<file path="config.mk">
export PLATFORM = sky130hd
export DESIGN_NAME = des_key_schedule_flat
export DESIGN_NICKNAME = d
export VERILOG_FILES = /design/src/rtl/dks_pkg.sv /design/src/rtl/dks_key_if.sv /design/src/rtl/dks_sub_if.sv /design/src/rtl/dks_cfg_if.sv /design/src/rtl/des_key_schedule.sv /design/src/rtl/dks_sched.sv /design/src/rtl/dks_rot.sv /design/src/rtl/dks_pc2.sv /design/src/flat_wrapper.sv
export SDC_FILE = /design/constraint.sdc
export NUM_CORES = 1
export LEC_CHECK = 0
export ABC_AREA = 1
export BUFFER_PORTS_ARGS = -buffer_cell sky130_fd_sc_hd__buf_2
export CORE_UTILIZATION = 60
export CTS_BUF_LIST = sky130_fd_sc_hd__clkbuf_16
export CTS_CLUSTER_DIAMETER = 100
export DETAILED_ROUTE_END_ITERATION = 6
export PLACE_DENSITY_LB_ADDON = 0.3
export SYNTH_ARGS = -nofsm -noshare
export SYNTH_HDL_FRONTEND = slang
export SYNTH_HIERARCHICAL = 1
export SYNTH_SLANG_ARGS = --single-unit
</file>
<file path="constraint.sdc">
create_clock -name clk -period 7.5 [get_ports clk]
set_input_delay 0.375 -clock clk [delete_from_list [all_inputs] [get_ports clk]]
set_output_delay 0.375 -clock clk [all_outputs]
set_load 0.005 [all_outputs]
</file>
<file path="src/rtl/dks_pkg.sv">
// Package for the DES key schedule: sizes, permutation tables,
// the stage payload types and the bit-routing functions.
// No dependencies.
package dks_pkg;

	localparam int KeyBits  = 64;
	localparam int CdBits   = 56;
	localparam int HalfBits = 28;
	localparam int SubBits  = 48;
	localparam int Rounds   = 16;
	localparam int RndBits  = $clog2(Rounds);

	typedef logic [HalfBits-1:0] half_t;
	typedef logic [RndBits-1:0]  rnd_t;
	typedef logic [4:0]          shamt_t;

	localparam logic [6:0] Pc1Tab [CdBits] = '{
		7'd57, 7'd49, 7'd41, 7'd33, 7'd25, 7'd17, 7'd9,  7'd1,  7'd58, 7'd50, 7'd42, 7'd34,
		7'd26, 7'd18, 7'd10, 7'd2,  7'd59, 7'd51, 7'd43, 7'd35, 7'd27, 7'd19, 7'd11, 7'd3,
		7'd60, 7'd52, 7'd44, 7'd36, 7'd63, 7'd55, 7'd47, 7'd39, 7'd31, 7'd23, 7'd15, 7'd7,
		7'd62, 7'd54, 7'd46, 7'd38, 7'd30, 7'd22, 7'd14, 7'd6,  7'd61, 7'd53, 7'd45, 7'd37,
		7'd29, 7'd21, 7'd13, 7'd5,  7'd28, 7'd20, 7'd12, 7'd4
	};

	localparam logic [5:0] Pc2Tab [SubBits] = '{
		6'd14, 6'd17, 6'd11, 6'd24, 6'd1,  6'd5,  6'd3,  6'd28, 6'd15, 6'd6,  6'd21, 6'd10,
		6'd23, 6'd19, 6'd12, 6'd4,  6'd26, 6'd8,  6'd16, 6'd7,  6'd27, 6'd20, 6'd13, 6'd2,
		6'd41, 6'd52, 6'd31, 6'd37, 6'd47, 6'd55, 6'd30, 6'd40, 6'd51, 6'd45, 6'd33, 6'd48,
		6'd44, 6'd49, 6'd39, 6'd56, 6'd34, 6'd53, 6'd46, 6'd42, 6'd50, 6'd36, 6'd29, 6'd32
	};

	// total left rotation of C0/D0 after each round, modulo 28
	localparam shamt_t CumShift [Rounds] = '{
		5'd1,  5'd2,  5'd4,  5'd6,  5'd8,  5'd10, 5'd12, 5'd14,
		5'd15, 5'd17, 5'd19, 5'd21, 5'd23, 5'd25, 5'd27, 5'd0
	};

	// seed of one round: which round, last of run, unrotated halves
	typedef struct packed {
		rnd_t  rnd;
		logic  last;
		half_t c;
		half_t d;
	} seed_t;

	// rotated halves for one round
	typedef struct packed {
		rnd_t  rnd;
		logic  last;
		half_t c;
		half_t d;
	} rot_t;

	function automatic logic [CdBits-1:0] pc1(input logic [KeyBits-1:0] k);
		logic [CdBits-1:0] r;
		r = '0;
		for (int i = 0; i < CdBits; i++) begin
			r[CdBits-1-i] = k[6'(KeyBits - int'(Pc1Tab[i]))];
		end
		return r;
	endfunction

	function automatic logic [SubBits-1:0] pc2(input logic [CdBits-1:0] cd);
		logic [SubBits-1:0] r;
		r = '0;
		for (int i = 0; i < SubBits; i++) begin
			r[SubBits-1-i] = cd[6'(CdBits - int'(Pc2Tab[i]))];
		end
		return r;
	endfunction

	function automatic half_t rotl28(input half_t v, input shamt_t n);
		logic [2*HalfBits-1:0] t;
		t = {v, v} << n;
		return t[2*HalfBits-1:HalfBits];
	endfunction

endpackage

</file>
<file path="src/rtl/dks_key_if.sv">
// Key input channel: valid/ready handshake with the 64-bit key.
// Depends on dks_pkg.
interface dks_key_if;
	logic                       valid;
	logic                       ready;
	logic [dks_pkg::KeyBits-1:0] key;
	modport source (output valid, output key, input ready);
	modport sink   (input valid, input key, output ready);
endinterface

</file>
<file path="src/rtl/dks_sub_if.sv">
// Subkey output channel: valid/ready handshake with round, subkey, last.
// Depends on dks_pkg.
interface dks_sub_if;
	logic                        valid;
	logic                        ready;
	logic [4:0]                  round_index;
	logic [dks_pkg::SubBits-1:0] subkey;
	logic                        last;
	modport source (output valid, output round_index, output subkey, output last, input ready);
	modport sink   (input valid, input round_index, input subkey, input last, output ready);
endinterface

</file>
<file path="src/rtl/dks_cfg_if.sv">
// Configuration write channel carrying the key_order register.
// No dependencies.
interface dks_cfg_if;
	logic valid;
	logic ready;
	logic key_order;
	modport source (output valid, output key_order, input ready);
	modport sink   (input valid, input key_order, output ready);
endinterface

</file>
<file path="src/rtl/des_key_schedule.sv">
// DES key schedule top level: key_order register and three pipeline
// stages (PC-1 plus round counter, rotate, PC-2). Depends on dks_pkg,
// dks_key_if, dks_sub_if, dks_cfg_if, dks_sched, dks_rot, dks_pc2.
//
//   channel  dir  handshake     payload
//   key_ch   in   valid/ready   key[63:0]
//   cfg      in   valid/ready   key_order
//   sub      out  valid/ready   round_index[4:0], subkey[47:0], last
//
// One key yields sixteen subkeys, one per cycle when sub is ready; a
// new key is taken as the stage 1 round counter issues its last seed.
// An accepted key's first subkey then passes the stage 2 and 3 registers.
// Reset clears valid bits, the round counter and key_order (encrypt order).
// A stall on sub holds every stage; nothing is dropped or repeated.
module des_key_schedule (
	input  logic      clk,
	input  logic      arst_n,
	dks_key_if.sink   key_ch,
	dks_cfg_if.sink   cfg,
	dks_sub_if.source sub
);

	logic           key_order_q;
	logic           seed_valid;
	logic           seed_ready;
	dks_pkg::seed_t seed;
	logic           rot_valid;
	logic           rot_ready;
	dks_pkg::rot_t  rot;

	assign cfg.ready = 1'b1;

	always_ff @(posedge clk or negedge arst_n) begin
		if (!arst_n) begin
			key_order_q <= 1'b0;
		end else if (cfg.valid) begin
			key_order_q <= cfg.key_order;
		end
	end

	dks_sched u_sched (
		.clk       (clk),
		.arst_n    (arst_n),
		.key_order (key_order_q),
		.in_valid  (key_ch.valid),
		.in_ready  (key_ch.ready),
		.key       (key_ch.key),
		.out_valid (seed_valid),
		.out_ready (seed_ready),
		.out_seed  (seed)
	);

	dks_rot u_rot (
		.clk       (clk),
		.arst_n    (arst_n),
		.in_valid  (seed_valid),
		.in_ready  (seed_ready),
		.in_seed   (seed),
		.out_valid (rot_valid),
		.out_ready (rot_ready),
		.out_rot   (rot)
	);

	dks_pc2 u_pc2 (
		.clk      (clk),
		.arst_n   (arst_n),
		.in_valid (rot_valid),
		.in_ready (rot_ready),
		.in_rot   (rot),
		.sub      (sub)
	);

endmodule

</file>
<file path="src/rtl/dks_sched.sv">
// Stage 1: PC-1 register holding C0/D0 and the round counter that
// issues sixteen round seeds per key. Depends on dks_pkg.
module dks_sched (
	input  logic           clk,
	input  logic           arst_n,
	input  logic           key_order,
	input  logic           in_valid,
	output logic           in_ready,
	input  logic [63:0]    key,
	output logic           out_valid,
	input  logic           out_ready,
	output dks_pkg::seed_t out_seed
);

	logic                  valid_s1;
	dks_pkg::half_t        c_s1;
	dks_pkg::half_t        d_s1;
	dks_pkg::rnd_t         cnt_q;
	logic [dks_pkg::CdBits-1:0] kp;
	logic                  fire;
	logic                  done;

	assign kp       = dks_pkg::pc1(key);
	assign fire     = valid_s1 && out_ready;
	assign done     = fire && (cnt_q == dks_pkg::rnd_t'(dks_pkg::Rounds - 1));
	assign in_ready = !valid_s1 || done;

	always_ff @(posedge clk or negedge arst_n) begin
		if (!arst_n) begin
			valid_s1 <= 1'b0;
			cnt_q    <= '0;
		end else begin
			if (in_ready) begin
				valid_s1 <= in_valid;
			end
			if (fire) begin
				cnt_q <= cnt_q + 1'b1;
			end
		end
	end

	always_ff @(posedge clk) begin
		if (in_valid && in_ready) begin
			c_s1 <= kp[dks_pkg::CdBits-1:dks_pkg::HalfBits];
			d_s1 <= kp[dks_pkg::HalfBits-1:0];
		end
	end

	always_comb begin
		out_valid     = valid_s1;
		out_seed.rnd  = key_order ? dks_pkg::rnd_t'(dks_pkg::Rounds - 1) - cnt_q : cnt_q;
		out_seed.last = (cnt_q == dks_pkg::rnd_t'(dks_pkg::Rounds - 1));
		out_seed.c    = c_s1;
		out_seed.d    = d_s1;
	end

endmodule

</file>
<file path="src/rtl/dks_rot.sv">
// Stage 2: rotates C0/D0 by the cumulative shift of the round.
// Depends on dks_pkg.
module dks_rot (
	input  logic           clk,
	input  logic           arst_n,
	input  logic           in_valid,
	output logic           in_ready,
	input  dks_pkg::seed_t in_seed,
	output logic           out_valid,
	input  logic           out_ready,
	output dks_pkg::rot_t  out_rot
);

	logic            valid_s2;
	dks_pkg::rot_t   rot_s2;
	dks_pkg::shamt_t sh;

	assign sh       = dks_pkg::CumShift[in_seed.rnd];
	assign in_ready = !valid_s2 || out_ready;

	always_ff @(posedge clk or negedge arst_n) begin
		if (!arst_n) begin
			valid_s2 <= 1'b0;
		end else if (in_ready) begin
			valid_s2 <= in_valid;
		end
	end

	always_ff @(posedge clk) begin
		if (in_valid && in_ready) begin
			rot_s2.rnd  <= in_seed.rnd;
			rot_s2.last <= in_seed.last;
			rot_s2.c    <= dks_pkg::rotl28(in_seed.c, sh);
			rot_s2.d    <= dks_pkg::rotl28(in_seed.d, sh);
		end
	end

	assign out_valid = valid_s2;
	assign out_rot   = rot_s2;

endmodule

</file>
<file path="src/rtl/dks_pc2.sv">
// Stage 3: PC-2 of the rotated halves into the output register.
// Depends on dks_pkg and dks_sub_if.
module dks_pc2 (
	input  logic          clk,
	input  logic          arst_n,
	input  logic          in_valid,
	output logic          in_ready,
	input  dks_pkg::rot_t in_rot,
	dks_sub_if.source     sub
);

	logic                        valid_s3;
	logic [4:0]                  round_s3;
	logic [dks_pkg::SubBits-1:0] subkey_s3;
	logic                        last_s3;

	assign in_ready = !valid_s3 || sub.ready;

	always_ff @(posedge clk or negedge arst_n) begin
		if (!arst_n) begin
			valid_s3 <= 1'b0;
		end else if (in_ready) begin
			valid_s3 <= in_valid;
		end
	end

	always_ff @(posedge clk) begin
		if (in_valid && in_ready) begin
			round_s3  <= 5'(in_rot.rnd) + 5'd1;
			subkey_s3 <= dks_pkg::pc2({in_rot.c, in_rot.d});
			last_s3   <= in_rot.last;
		end
	end

	assign sub.valid       = valid_s3;
	assign sub.round_index = round_s3;
	assign sub.subkey      = subkey_s3;
	assign sub.last        = last_s3;

endmodule
</file>
<file path="src/flat_wrapper.sv">
// flat-port wrapper written by rule: the top's interface ports become plain ports
module des_key_schedule_flat 
  (clk, arst_n, key_ch_valid, key_ch_key, key_ch_ready, cfg_valid, cfg_key_order, cfg_ready, sub_valid, sub_round_index, sub_subkey, sub_last, sub_ready);
  dks_key_if key_ch_i ();
  dks_cfg_if cfg_i ();
  dks_sub_if sub_i ();
  input  logic clk;
  input  logic arst_n;
  input wire logic [$bits(key_ch_i.valid)-1:0] key_ch_valid;
  input wire logic [$bits(key_ch_i.key)-1:0] key_ch_key;
  output wire logic [$bits(key_ch_i.ready)-1:0] key_ch_ready;
  input wire logic [$bits(cfg_i.valid)-1:0] cfg_valid;
  input wire logic [$bits(cfg_i.key_order)-1:0] cfg_key_order;
  output wire logic [$bits(cfg_i.ready)-1:0] cfg_ready;
  output wire logic [$bits(sub_i.valid)-1:0] sub_valid;
  output wire logic [$bits(sub_i.round_index)-1:0] sub_round_index;
  output wire logic [$bits(sub_i.subkey)-1:0] sub_subkey;
  output wire logic [$bits(sub_i.last)-1:0] sub_last;
  input wire logic [$bits(sub_i.ready)-1:0] sub_ready;
  assign key_ch_i.valid = key_ch_valid;
  assign key_ch_i.key = key_ch_key;
  assign key_ch_ready = key_ch_i.ready;
  assign cfg_i.valid = cfg_valid;
  assign cfg_i.key_order = cfg_key_order;
  assign cfg_ready = cfg_i.ready;
  assign sub_valid = sub_i.valid;
  assign sub_round_index = sub_i.round_index;
  assign sub_subkey = sub_i.subkey;
  assign sub_last = sub_i.last;
  assign sub_i.ready = sub_ready;
  des_key_schedule u_core (.clk(clk), .arst_n(arst_n), .key_ch(key_ch_i), .cfg(cfg_i), .sub(sub_i));
endmodule
</file>
Word level (Yosys, flattened, before mapping) --
Memory sizes are Yosys's and may differ from the RTL's. Index checks and enable logic that the tools add are counted.
Storage, ports and cells: register bits 105, bits in read-only memories 80, input port bits 70, memories kept 1
Memory list:
- (no name shown) | depth 16, width 5, rd ports 1, clocked after Yosys merged registers in 0, write ports 0, RTL line dks_rot.sv:18 | assign sh = dks_pkg::CumShift[in_seed.rnd];
Cells by class: add/sub/neg operators 3, magnitude comparators 1, equality and inequality tests 1, shift-type cells 2, multiplexer cells 3, bitwise operators 1, reduce and logical (&&, ||, !) cells 10
Operator list (number):
- left shift 56 x 5 -> 31 bit | 1
- left shift 56 x 5 -> 56 bit | 1
- two-way mux 5 bit | 2
- adder 4 x 1 -> 5 bit, second input constant | 1
- greater-or-equal comparator 5 bit, second input constant | 1
- inverter 4 -> 5 bit | 1
- adder 4 x 1 -> 4 bit, second input constant | 1
- == test 4 bit, second input constant | 1
- logical AND 1 bit | 4
- two-way mux 4 bit | 1
- subtractor 4 bit, first input constant | 1
- logical NOT 1 bit | 3
- logical OR 1 bit | 3

Logic depth before layout (Yosys ltp) --
word-level depth 7, mapped depth 17, gate-level depth less buffers 15

Modules after synthesis --
Netlist, hierarchy kept.
By module, submodules not included:
- dks_rot | instances 1, cells each 997, area each 5957.0 sq um, seq. area each 1856.8 sq um
- dks_sched | instances 1, cells each 88, area each 1330.0 sq um, seq. area each 965.9 sq um
- dks_pc2 | instances 1, cells each 71, area each 1252.5 sq um, seq. area each 1016.0 sq um
- des_key_schedule | instances 1, cells each 7, area each 51.3 sq um, seq. area each 25.0 sq um

Worst setup path before layout --
No wires, ideal clock.
kind register -> register, from register u_core.u_pc2.valid_s3, in the netlist u_core/u_pc2/sub.valid, to register u_core.u_rot.rot_s2, in the netlist u_core/u_rot/out_rot[0] (enable), arrival 3477 ps, data required time 7000 ps, slack 3523 ps, stages on the path, launching flop included 4, path buffers 0, period minus slack after synthesis 3977 ps, path through dfrtp_1 nand2_1 inv_1 a21oi_1
Between the ends: longest elaborated chain between the ends 4
Ends and longest elaborated chain:
- start: declaration | RTL line dks_pc2.sv:12 | logic valid_s3;
- start signal: assignment | RTL line dks_pc2.sv:23 | valid_s3 <= in_valid;
- logical NOT 1 bit | RTL line dks_pc2.sv:17 | assign in_ready = !valid_s3 || sub.ready;
- logical OR 1 bit | RTL line dks_pc2.sv:17
- via u_core.rot_ready | RTL line des_key_schedule.sv:28 | logic rot_ready;
- logical OR 1 bit | RTL line dks_rot.sv:19 | assign in_ready = !valid_s2 || out_ready;
- logical AND 1 bit | RTL line dks_rot.sv:30 | if (in_valid && in_ready) begin
- end: declaration | RTL line dks_rot.sv:15 | dks_pkg::rot_t rot_s2;
The timed path passes the listed nets, and every way through them passes these cells. A chain may end at the register's enable or synchronous reset.

==> flow_summary_export.csv <==
group,metric,value,unit
pwr,irDropWorstVdd,0.396,mV
critical_path,crit_family,"buffers and inverters",
critical_path,worstSetupPathType,"reg2reg",
clock_tree,cts-buffers-inserted,9,
clock_tree,clock_latency,340,ps
sta,whs,201,ps
critical_path,slowest_delay,510,ps
clock_tree,clk_pin_slew,70,ps
cells_and_area,drive_gt1_frac,0.117,
critical_path,crit_fanout,65,
route,drc,0,
outcome,outcome,"completed",
placed_design,gp_congestion,0.880,
sta,period_needed,3880,ps
critical_path,crit_buf_inv,3,
route,avgViaCountPerCell,5.30,
floorplan,die-area,11600,um^2
floorplan,dieWidth,108,um
sta,tns,0,ps
route,post_drt_wl_per_cell,12.3,um
route,firstDrtPassIters,6,
floorplan,initial_utilization,0.617,
min_path,hold_class,"in2reg",
flow_run,drv_cap,0,
sta,rsz0062_at_grt,"false",
pwr,p_comb_frac,0.654,
pwr,pwr-share-clk,0.110,
floorplan,rows,38,
grt,grt_max_degree,66,
grt,grt_pass1_wl,22.3,mm
floorplan,core-area,10900,um^2
clock_tree,cts.sinks,101,
clock_tree,cts_tree,"done",
grt,antenna_found_initial,0,
route,ant_nets,0,
sta,hold_violations,0,
synthesis,ys.warnings.count,6,
sta,timing.final.ws_setup,3620,ps
cells_and_area,area_growth,5.83,%
critical_path,cp.arrival,3980,ps
critical_path,end_kind,"flop",
synthesis,postSynthCellCount,910,
sta,clock_skew,6.55,ps
route,drt-initial-drc-count,541,
synthesis,synth_area,6720,um^2
clock_tree,clockRootBuffer,"clkbuf_16",
route,vias,5678,
sta,drv_slew,0,
clock_tree,postCtsSetupRepairBufs,0,
cells_and_area,fill_cells,933,
critical_path,crit_chain,"xor2_1 > inv_1 > ha_1 > nand2_2 > buf_4 > nand2_2 > buf_4 > o21ai_1 > nand2_1 > nand3_1 > nand3_1 > nand3_1 > nand2_1",
critical_path,worstSetupStartpointType,"flop",
synthesis,synth.avg_cell_area,7.38,um^2
route,drt_wl_total,13.2,mm
sta,post-route-period-util,0.518,
sta,tightest_slew,1010,ps
sta,setup_viol,0,
pwr,p_int,1.98,mW
cells_and_area,n_antenna_cell,0,
pwr,switching_share,0.517,
placed_design,dp_slack,3700,ps
floorplan,io_pins,127,
floorplan,die_h,108,um
pwr,p_per_area,576,nW/um^2
cells_and_area,nets,1003,
placed_design,portBuffers,68,
sta,relSlewSlack,0.324,
pwr,p_switching,2.12,mW
critical_path,crit_required,7600,ps
pwr,p_seq_frac,0.236,
placed_design,dpl.hpwl,8.95,mm
grt,grt_pass1_vias,4871,
pwr,p_leak,3.48,nW
critical_path,path_common_cell,"nand3_1",
grt,grt_usage,0.242,
critical_path,crit_slowest_cell,"buf_4",
clock_tree,htreeDepth,3,
cells_and_area,finish.utilization,0.653,
grt,grt-ovfl-total,0,
sta,fmax,258,MHz
clock_tree,clockBufferDepth,2,
## per-layer routing
metal / GRT usage / wire length [um] / up-vias
li1: - / - / 2899
met1: 0.341 / 5950 / 2514
met2: 0.385 / 6120 / 241
met3: 0.0339 / 886 / 24
met4: 0.0793 / 268 / 0
met5: 0 / 0 / -
## what timing repair did
item / CTS / global route
resized for setup: 0 / 0
endpoints found under the hold margin: 8 / 0
hold buffers: 1 / 0
## path summary, 6_finish.rpt
path,slack [ps],depth (start not counted),end,start
max in group asynchronous,6900,2,u_core/u_sched/cnt_q[1]$_DFFE_PN0P_,arst_n
worst max register to register,3620,13,u_core/u_rot/out_rot[8]$_DFFE_PP_,u_core/key_order_q$_DFFE_PN0P_
worst max-delay path,3620,13,u_core/u_rot/out_rot[8]$_DFFE_PP_,u_core/key_order_q$_DFFE_PN0P_
min in group asynchronous,420,2,u_core/u_pc2/sub.valid$_DFFE_PN0P_,arst_n
worst min-delay path,200,1,u_core/u_sched/c_s1[10]$_DFFE_PP_,key_ch_key[13]
worst min register to register,420,0,u_core/u_pc2/sub.subkey[12]$_DFFE_PP_,u_core/u_rot/out_rot[8]$_DFFE_PP_
## stage by stage
stage                     cell area (um^2)  power [mW]  instances
after global placement                6810        3.55       1055
after detailed placement              6810        3.59       1055
after CTS                             7110        4.05       1072
after floorplan                       6900        3.19        957
final                                 7110        4.09       1072
after global routing                  7110        4.51       1072
## area by class of cell
type	instances	area, um^2	share of cell area
clock buffer	9	225	0.0317
clock inverter	7	65.1	0.00915
inverter	65	244	0.0343
multi-input combinational	671	2980	0.420
sequential	101	2990	0.421
tap	140	175	0.0246
timing repair buffer	79	425	0.0598
## state kept, by name (all words and copies together) (netlist names)
name / cells
u_core/u_rot/out_rot: 32
u_core/u_rot/out_valid: 1
u_core/u_pc2/sub.last: 1
u_core/u_sched/c_s1: 16
u_core/u_sched/d_s1: 12
u_core/key_order_q: 1
u_core/u_sched/out_valid: 1
u_core/u_pc2/sub.round_index: 5
u_core/u_pc2/sub.subkey: 27
u_core/u_pc2/sub.valid: 1
u_core/u_sched/cnt_q: 4
## cell usage in the layout, fill, tap and decap left out, drive strengths merged
master,instances
conb,50
dlygate4sd3,1
o21ai,9
nand2,348
a21oi,5
clkinv,3
nand3,235
dfrtp,8
clkbuf,9
buf,78
nand3b,5
nand4,2
nor2,4
inv,69
xor2,6
xnor2,1
ha,6
edfxtp,93
## power by group through the flow
stage               clock network [mW]  logic (mW)  registers, mW
floorplan                            0        2.21          0.977
detailed placement                   0        2.61          0.984
CTS                              0.457        2.62          0.971
global placement                     0        2.58          0.971
finish                           0.450        2.68          0.967
global route                     0.479        3.04          0.987
Power figures use the tool's default switching activity.
